### src/hw/rtl/spimrb_pkg.sv
// Package for the SPI master register block: register offsets, bit positions,
// bus access codes and the request/result structures.
// No dependencies; used by spimrb_core and spi_master_register_block.
package spimrb_pkg;

    // Bus access kind
    localparam logic ACT_READ  = 1'b0;
    localparam logic ACT_WRITE = 1'b1;

    // Register byte offsets
    localparam logic [11:0] OFS_CTRL1  = 12'd0;
    localparam logic [11:0] OFS_CTRL2  = 12'd4;
    localparam logic [11:0] OFS_STATUS = 12'd8;
    localparam logic [11:0] OFS_DATA   = 12'd12;
    localparam logic [11:0] OFS_CSCTRL = 12'd16;

    // Control 1 bits
    localparam int C1_SPE  = 6;
    localparam int C1_MSTR = 2;

    // Control 2 bits
    localparam int C2_TXEIE  = 7;
    localparam int C2_RXNEIE = 6;
    localparam int C2_ERRIE  = 5;

    // Status bits
    localparam int ST_RXNE = 0;
    localparam int ST_TXE  = 1;
    localparam int ST_UDR  = 3;
    localparam int ST_OVR  = 6;
    localparam int ST_BSY  = 7;

    localparam logic [7:0] STATUS_RESET = 8'h02;

    // Chip-select control bits
    localparam int CS0_EN  = 0;
    localparam int CS1_EN  = 1;
    localparam int CS0_ACT = 4;
    localparam int CS1_ACT = 5;

    // One bus access request
    typedef struct packed {
        logic        action;
        logic [11:0] address;
        logic [31:0] write_data;
        logic [7:0]  slave_byte;
    } req_t;

    // One access result
    typedef struct packed {
        logic [31:0] read_data;
        logic        tx_valid;
        logic [7:0]  tx_byte;
        logic        select0_n;
        logic        select1_n;
        logic        interrupt;
    } result_t;

endpackage

### src/hw/rtl/spimrb_core.sv
// Register file and access logic of the SPI master register block.
// Holds the programmer-visible state and works out one result per request.
// Depends on spimrb_pkg.
module spimrb_core (
    input  logic               aclk,
    input  logic               aresetn,
    input  logic               accept,
    input  spimrb_pkg::req_t   req,
    output spimrb_pkg::result_t res
);

    logic [31:0] ctrl1_reg, ctrl1_next;
    logic [31:0] ctrl2_reg, ctrl2_next;
    logic [7:0]  status_reg, status_next;
    logic [7:0]  txbyte_reg, txbyte_next;
    logic [31:0] csctrl_reg, csctrl_next;
    logic [7:0]  rxbyte_reg, rxbyte_next;

    logic [31:0] rdata;
    logic        txv;
    logic [7:0]  txb;
    logic        cs0_pre, cs1_pre;
    logic        cs0_post, cs1_post;

    // Chip selects as seen before the access
    assign cs0_pre = csctrl_reg[spimrb_pkg::CS0_EN] & csctrl_reg[spimrb_pkg::CS0_ACT];
    assign cs1_pre = csctrl_reg[spimrb_pkg::CS1_EN] & csctrl_reg[spimrb_pkg::CS1_ACT];

    // Access decode and next state
    always_comb begin
        ctrl1_next  = ctrl1_reg;
        ctrl2_next  = ctrl2_reg;
        status_next = status_reg;
        txbyte_next = txbyte_reg;
        csctrl_next = csctrl_reg;
        rxbyte_next = rxbyte_reg;
        rdata       = '0;
        txv         = 1'b0;
        txb         = '0;
        if (accept) begin
            if (req.action == spimrb_pkg::ACT_WRITE) begin
                case (req.address)
                    spimrb_pkg::OFS_CTRL1: begin
                        ctrl1_next = req.write_data;
                    end
                    spimrb_pkg::OFS_CTRL2: begin
                        ctrl2_next = req.write_data;
                    end
                    spimrb_pkg::OFS_STATUS: begin
                        // write-one-to-clear on OVR and UDR only
                        status_next[spimrb_pkg::ST_OVR] = status_reg[spimrb_pkg::ST_OVR]
                            & ~req.write_data[spimrb_pkg::ST_OVR];
                        status_next[spimrb_pkg::ST_UDR] = status_reg[spimrb_pkg::ST_UDR]
                            & ~req.write_data[spimrb_pkg::ST_UDR];
                    end
                    spimrb_pkg::OFS_DATA: begin
                        txbyte_next = req.write_data[7:0];
                        if (ctrl1_reg[spimrb_pkg::C1_SPE] && ctrl1_reg[spimrb_pkg::C1_MSTR]
                                && (cs0_pre != cs1_pre)) begin
                            // one-byte exchange; overrun if the last byte was not read
                            if (status_reg[spimrb_pkg::ST_RXNE]) begin
                                status_next[spimrb_pkg::ST_OVR] = 1'b1;
                            end
                            rxbyte_next                      = req.slave_byte;
                            status_next[spimrb_pkg::ST_RXNE] = 1'b1;
                            status_next[spimrb_pkg::ST_TXE]  = 1'b1;
                            status_next[spimrb_pkg::ST_BSY]  = 1'b0;
                            txv                              = 1'b1;
                            txb                              = req.write_data[7:0];
                        end
                    end
                    spimrb_pkg::OFS_CSCTRL: begin
                        csctrl_next = req.write_data;
                    end
                    default: begin
                    end
                endcase
            end else begin
                case (req.address)
                    spimrb_pkg::OFS_CTRL1:  rdata = ctrl1_reg;
                    spimrb_pkg::OFS_CTRL2:  rdata = ctrl2_reg;
                    spimrb_pkg::OFS_STATUS: rdata = {24'd0, status_reg};
                    spimrb_pkg::OFS_DATA: begin
                        rdata                            = {24'd0, rxbyte_reg};
                        status_next[spimrb_pkg::ST_RXNE] = 1'b0;
                        status_next[spimrb_pkg::ST_OVR]  = 1'b0;
                    end
                    spimrb_pkg::OFS_CSCTRL: rdata = csctrl_reg;
                    default: begin
                    end
                endcase
            end
        end
    end

    // Selects and interrupt follow the state after the access
    assign cs0_post = csctrl_next[spimrb_pkg::CS0_EN] & csctrl_next[spimrb_pkg::CS0_ACT];
    assign cs1_post = csctrl_next[spimrb_pkg::CS1_EN] & csctrl_next[spimrb_pkg::CS1_ACT];

    always_comb begin
        res.read_data = rdata;
        res.tx_valid  = txv;
        res.tx_byte   = txb;
        res.select0_n = ~cs0_post;
        res.select1_n = ~cs1_post;
        res.interrupt =
            (ctrl2_next[spimrb_pkg::C2_TXEIE] & status_next[spimrb_pkg::ST_TXE])
          | (ctrl2_next[spimrb_pkg::C2_RXNEIE] & status_next[spimrb_pkg::ST_RXNE])
          | (ctrl2_next[spimrb_pkg::C2_ERRIE]
             & (status_next[spimrb_pkg::ST_UDR] | status_next[spimrb_pkg::ST_OVR]));
    end

    // State registers
    always_ff @(posedge aclk) begin
        if (!aresetn) begin
            ctrl1_reg  <= '0;
            ctrl2_reg  <= '0;
            status_reg <= spimrb_pkg::STATUS_RESET;
            txbyte_reg <= '0;
            csctrl_reg <= '0;
            rxbyte_reg <= '0;
        end else begin
            ctrl1_reg  <= ctrl1_next;
            ctrl2_reg  <= ctrl2_next;
            status_reg <= status_next;
            txbyte_reg <= txbyte_next;
            csctrl_reg <= csctrl_next;
            rxbyte_reg <= rxbyte_next;
        end
    end

    // An exchange needs exactly one chip select driven low
    assert property (@(posedge aclk) disable iff (!aresetn)
        txv |-> (cs0_post != cs1_post))
        else $error("exchange without a single active chip select");

    // An exchange leaves the received byte flagged
    assert property (@(posedge aclk) disable iff (!aresetn)
        txv |=> status_reg[spimrb_pkg::ST_RXNE])
        else $error("RXNE not set after exchange");

    // The busy flag never reads as set
    assert property (@(posedge aclk) disable iff (!aresetn)
        !status_reg[spimrb_pkg::ST_BSY])
        else $error("BSY flag set");

endmodule

### src/hw/rtl/spi_master_register_block.sv
// SPI master register block, top level: stream handshake, result register
// and skid stage around spimrb_core. Depends on spimrb_pkg and spimrb_core.
// A request's result is registered in the output register, or in the skid while the output stalls.
// Throughput: one request per cycle while the skid is empty; a one-entry skid keeps
// s_tready high for one more request while a result waits on m_tready.
// Reset: synchronous, active low; core registers and valid flags reset, payload registers do not.
module spi_master_register_block (
    input  logic        aclk,
    input  logic        aresetn,
    input  logic        s_tvalid,
    output logic        s_tready,
    input  logic [55:0] s_tdata,   // address[11:0], write_data[43:12], slave_byte[51:44], zeros
    input  logic        s_tuser,   // action (0 read, 1 write)
    output logic        m_tvalid,
    input  logic        m_tready,
    output logic [47:0] m_tdata,   // read_data[31:0], tx_byte[39:32], select0_n[40],
                                   // select1_n[41], interrupt[42], zeros
    output logic        m_tuser    // tx_valid
);

    spimrb_pkg::req_t    req;
    spimrb_pkg::result_t res;
    spimrb_pkg::result_t out_reg;
    spimrb_pkg::result_t skid_reg;
    logic                out_valid_reg;
    logic                skid_valid_reg;
    logic                accept;

    assign s_tready = ~skid_valid_reg;
    assign accept   = s_tvalid & s_tready;

    // Unpack the request
    assign req.action     = s_tuser;
    assign req.address    = s_tdata[11:0];
    assign req.write_data = s_tdata[43:12];
    assign req.slave_byte = s_tdata[51:44];

    spimrb_core u_core (
        .aclk    (aclk),
        .aresetn (aresetn),
        .accept  (accept),
        .req     (req),
        .res     (res)
    );

    // Output and skid valid flags
    always_ff @(posedge aclk) begin
        if (!aresetn) begin
            out_valid_reg  <= 1'b0;
            skid_valid_reg <= 1'b0;
        end else if (m_tready || !out_valid_reg) begin
            if (skid_valid_reg) begin
                out_valid_reg  <= 1'b1;
                skid_valid_reg <= 1'b0;
            end else begin
                out_valid_reg <= accept;
            end
        end else if (accept) begin
            skid_valid_reg <= 1'b1;
        end
    end

    // Result payload
    always_ff @(posedge aclk) begin
        if (m_tready || !out_valid_reg) begin
            if (skid_valid_reg) begin
                out_reg <= skid_reg;
            end else if (accept) begin
                out_reg <= res;
            end
        end else if (accept) begin
            skid_reg <= res;
        end
    end

    assign m_tvalid = out_valid_reg;
    assign m_tuser  = out_reg.tx_valid;
    assign m_tdata  = {5'd0, out_reg.interrupt, out_reg.select1_n, out_reg.select0_n,
                       out_reg.tx_byte, out_reg.read_data};

    // The skid only fills behind a full output register
    assert property (@(posedge aclk) disable iff (!aresetn)
        skid_valid_reg |-> out_valid_reg)
        else $error("skid holds a result while output is empty");

    // A request taken during a stall lands in the skid
    assert property (@(posedge aclk) disable iff (!aresetn)
        (accept && out_valid_reg && !m_tready) |=> skid_valid_reg)
        else $error("request lost during output stall");

    // A waiting skid drains as soon as the output is taken
    assert property (@(posedge aclk) disable iff (!aresetn)
        (skid_valid_reg && m_tready) |=> (!skid_valid_reg && out_valid_reg))
        else $error("skid did not drain");

endmodule
### config.mk
export PLATFORM = sky130hd
export DESIGN_NAME = spi_master_register_block
export DESIGN_NICKNAME = d
export VERILOG_FILES = /design/src/hw/rtl/spimrb_pkg.sv /design/src/hw/rtl/spimrb_core.sv /design/src/hw/rtl/spi_master_register_block.sv
export SDC_FILE = /design/constraint.sdc
export NUM_CORES = 1
export LEC_CHECK = 0
export BUFFER_PORTS_ARGS = -buffer_cell sky130_fd_sc_hd__buf_2
export CORE_ASPECT_RATIO = 0.8
export CORE_MARGIN = 2
export CORE_UTILIZATION = 40
export DETAILED_ROUTE_END_ITERATION = 8
export GPL_TIMING_DRIVEN = 0
export HOLD_SLACK_MARGIN = 0.15
export PLACE_DENSITY = 0.62
export SYNTH_ARGS = -nofsm -noshare
export SYNTH_HDL_FRONTEND = slang
export SYNTH_SLANG_ARGS = --single-unit
### constraint.sdc
create_clock -name aclk -period 5.52 [get_ports aclk]
set_input_delay 1.104 -clock aclk [delete_from_list [all_inputs] [get_ports aclk]]
set_output_delay 1.104 -clock aclk [all_outputs]
set_load 0.03 [all_outputs]
==> results.sh <==
export IMPL_min_period_over_period=0.5318
export IMPL_ys_seq_area_frac=0.5678
export IMPL_cts_resized=0
export IMPL_ys_warn_count=0
export IMPL_cts_tree="yes"
export IMPL_rrSetupSlack_ns=3.09
export IMPL_async_reset_ff_frac=0
export IMPL_track_usage=0.2035
export IMPL_clock_latency_ns=0.44
export IMPL_die_w_um=167.3
export IMPL_cap_violations=0
export IMPL_mappedNetlistArea_mm2=0.008532
export IMPL_status="finished, violations left"
export IMPL_slew_viol_final=0
export IMPL_synth_largest_area_cell="edfxtp_1"
export IMPL_ioPinCount=112
export IMPL_required_ns=5.81
export IMPL_hold_viol_final=0
export IMPL_synth_top_cell_area_share=0.3097
export IMPL_fin_cells=1200
export IMPL_ir_drop_uv=170.9
export IMPL_dp_hpwl_mm=15.98
export IMPL_fin_crit_ns=2.935
export IMPL_ant_nets=0
export IMPL_final_cell_mix="nand2_1, buf_2, dfxtp_1"
export IMPL_crit_fanout=10
export IMPL_grt_overflow_total=0
export IMPL_rsz0062_at_grt="no"
export IMPL_drive_above_1_share=0.2438
export IMPL_ff_latch_area_mm2=0.004845
export IMPL_hp_start="u_core.csctrl_reg[22]"
export IMPL_via_per_inst=5.210
export IMPL_ys_types=60
export IMPL_io_buffer_count=100
export IMPL_dr_first_iter_drc_count=657
export IMPL_setup_viol=0
export IMPL_numCtsBuffers=17
export IMPL_nets=979
export IMPL_max_stage_delay_ns=0.55
export IMPL_dr_pass1_iters=7
export IMPL_critPathMostFrequentCell="buf_2"
export IMPL_area_growth_pct=17.26
export IMPL_n_fill_cell=1982
export IMPL_grt_max_degree=37
export IMPL_synth_main_ff_cell="dfxtp_1"
export IMPL_syn_area_per_cell_um2=10.76
export IMPL_crit_chain="buf_2 -> nor4_4 -> nand3_1 -> nor4_1 -> buf_2 -> o211ai_1 -> a41oi_1"
export IMPL_postCtsSetupBuffers=0
export IMPL_drc=14
export IMPL_clock_skew_ns=0.01167
export IMPL_clkTransAtPathRegs_ns=0.08
export IMPL_place_congestion=0.9061
export IMPL_violations="design-rule violations"
export IMPL_antenna_cells=0
export IMPL_r2r_start="skid_valid_reg"
export IMPL_core_area_mm2=0.02082
export IMPL_rows=47
export IMPL_routed_wl_mm=22.22
export IMPL_vias=6252
export IMPL_avgRoutedWirePerCell_um=18.52
export IMPL_place_inst=1168
export IMPL_critPathCaptureType="register"
export IMPL_setup_worst_path_start="s_tdata[9]"
export IMPL_max_slew_margin=0.5514
export IMPL_crit_buf_inv=2
export IMPL_root_buffer="clkbuf_16"
export IMPL_clk_path_buf_depth=2
export IMPL_pwr_density_cell_mw_per_mm2=296.4
export IMPL_final_common_cell="nand2_1"
export IMPL_crit_arrival_ns=3.22
export IMPL_crit_type="input port to register"
export IMPL_synth_edf_count=88
export IMPL_die_y_um=134.6
export IMPL_largest_reg_flops=44
export IMPL_cpMaxStageDelayCell="nor4_4"
export IMPL_cts_num_sinks=198
export IMPL_startpoint_type="input port"
export IMPL_worst_slew_pin_slew_ns=0.6668
export IMPL_antenna_found_initial=0
export IMPL_initial_utilization=0.4098
export IMPL_ys_top_cells_by_area="edfxtp_1, dfxtp_1, nand2_1"
export IMPL_grt_first_pass_wirelength_mm=34.78
export IMPL_cp_top_family="simple AND/OR/NAND/NOR gates"
export IMPL_synthCells=793
export IMPL_multi_input_area_mm2=0.003361
export IMPL_hold_class="register to register"
export IMPL_first_global_vias=5983
export IMPL_cts_htree_levels=4
export IMPL_die_area_mm2=0.02252
export IMPL_cts_hold_buf=0
export IMPL_ys_ff_latch=198
export IMPL_leakagePower_nw=3.403
export IMPL_tns_ns=0
export IMPL_max_freq_ghz=0.3407
logic make-up (layout without fill, tap and decap cells):
family / Yosys count / after routing / share of synthesized area
simple gates: 311 / 311 / 0.1675
flops: 198 / 198 / 0.5678
compound gates: 170 / 170 / 0.1553
xor+xnor: 1 / 1 / 0.001027
other cells: 1 / 5 / 0.0004395
buf+inv: 65 / 199 / 0.04179
mux: 47 / 47 / 0.06614
worst register-to-register path, cell delays in order (launching register included):
cell and delay [ns]:
dfxtp_1 0.30, buf_2 0.17, nor4bb_1 0.44, nand4_1 0.38, mux2_2 0.42, a32oi_1 0.29, a41oi_1 0.15
stage by stage:
stage	power [W]	instance area (um2)	hold WS [ns]	setup WS [ns]	util
finish	0.002966	10000	0.4559	2.585	0.4806
global route	0.003056	10000	0.4681	2.402	0.4806
CTS	0.002984	10000	0.4577	2.668	0.4806
detailed placement	0.001775	9439	0.4485	2.203	0.4534
global placement	0.001772	9384	0.4407	0.9095	0.4508
floorplan	0.001696	8547	0.4345	1.834	-
path summary, 6_finish.rpt:
check | endpoint | depth (start not counted)
max | m_tdata[42] | 7
min | u_core.csctrl_reg[22] | 2
max reg2reg | m_tdata[42] | 6
min reg2reg | u_core.csctrl_reg[22] | 2
routing by layer:
layer / routed length [um] / global-route usage
met4: 330 / 0.05459
met3: 1696 / 0.05451
met5: 0 / 0
met2: 9032 / 0.2937
met1: 11160 / 0.3016
power by group:
group,switching (W),internal (W),total [W]
clock,0.000586,0.000639,0.00122
combinational,0.000122,0.0000591,0.000181
sequential,0.00000614,0.00155,0.00156
synthesized netlist by cell type (6+ instances only):
cell type and count:
nor2b_1 9, nand2_1 217, and3_1 7, mux2_2 34, buf_2 12, and2_1 12, a21boi_0 60, o31ai_1 10
edfxtp_1 88, a222oi_1 12, a2bb2oi_1 6, dfxtp_1 110, nand3_1 6, mux2i_1 8, nor2_1 36, a22oi_1 20
clkbuf_1 28, a21boi_1 35, buf_4 14, a21oi_2 10
final cells by class:
class                      instances  area share
sequential                       198      0.4842
multi-input combinational        534      0.3359
timing repair buffer             102     0.05403
clock buffer                      19     0.04327
buffer                            61     0.03414
tap                              269     0.03364
clock inverter                    13     0.01326
inverter                           4    0.001501
Note: power is estimated with default switching activity, not from simulation.
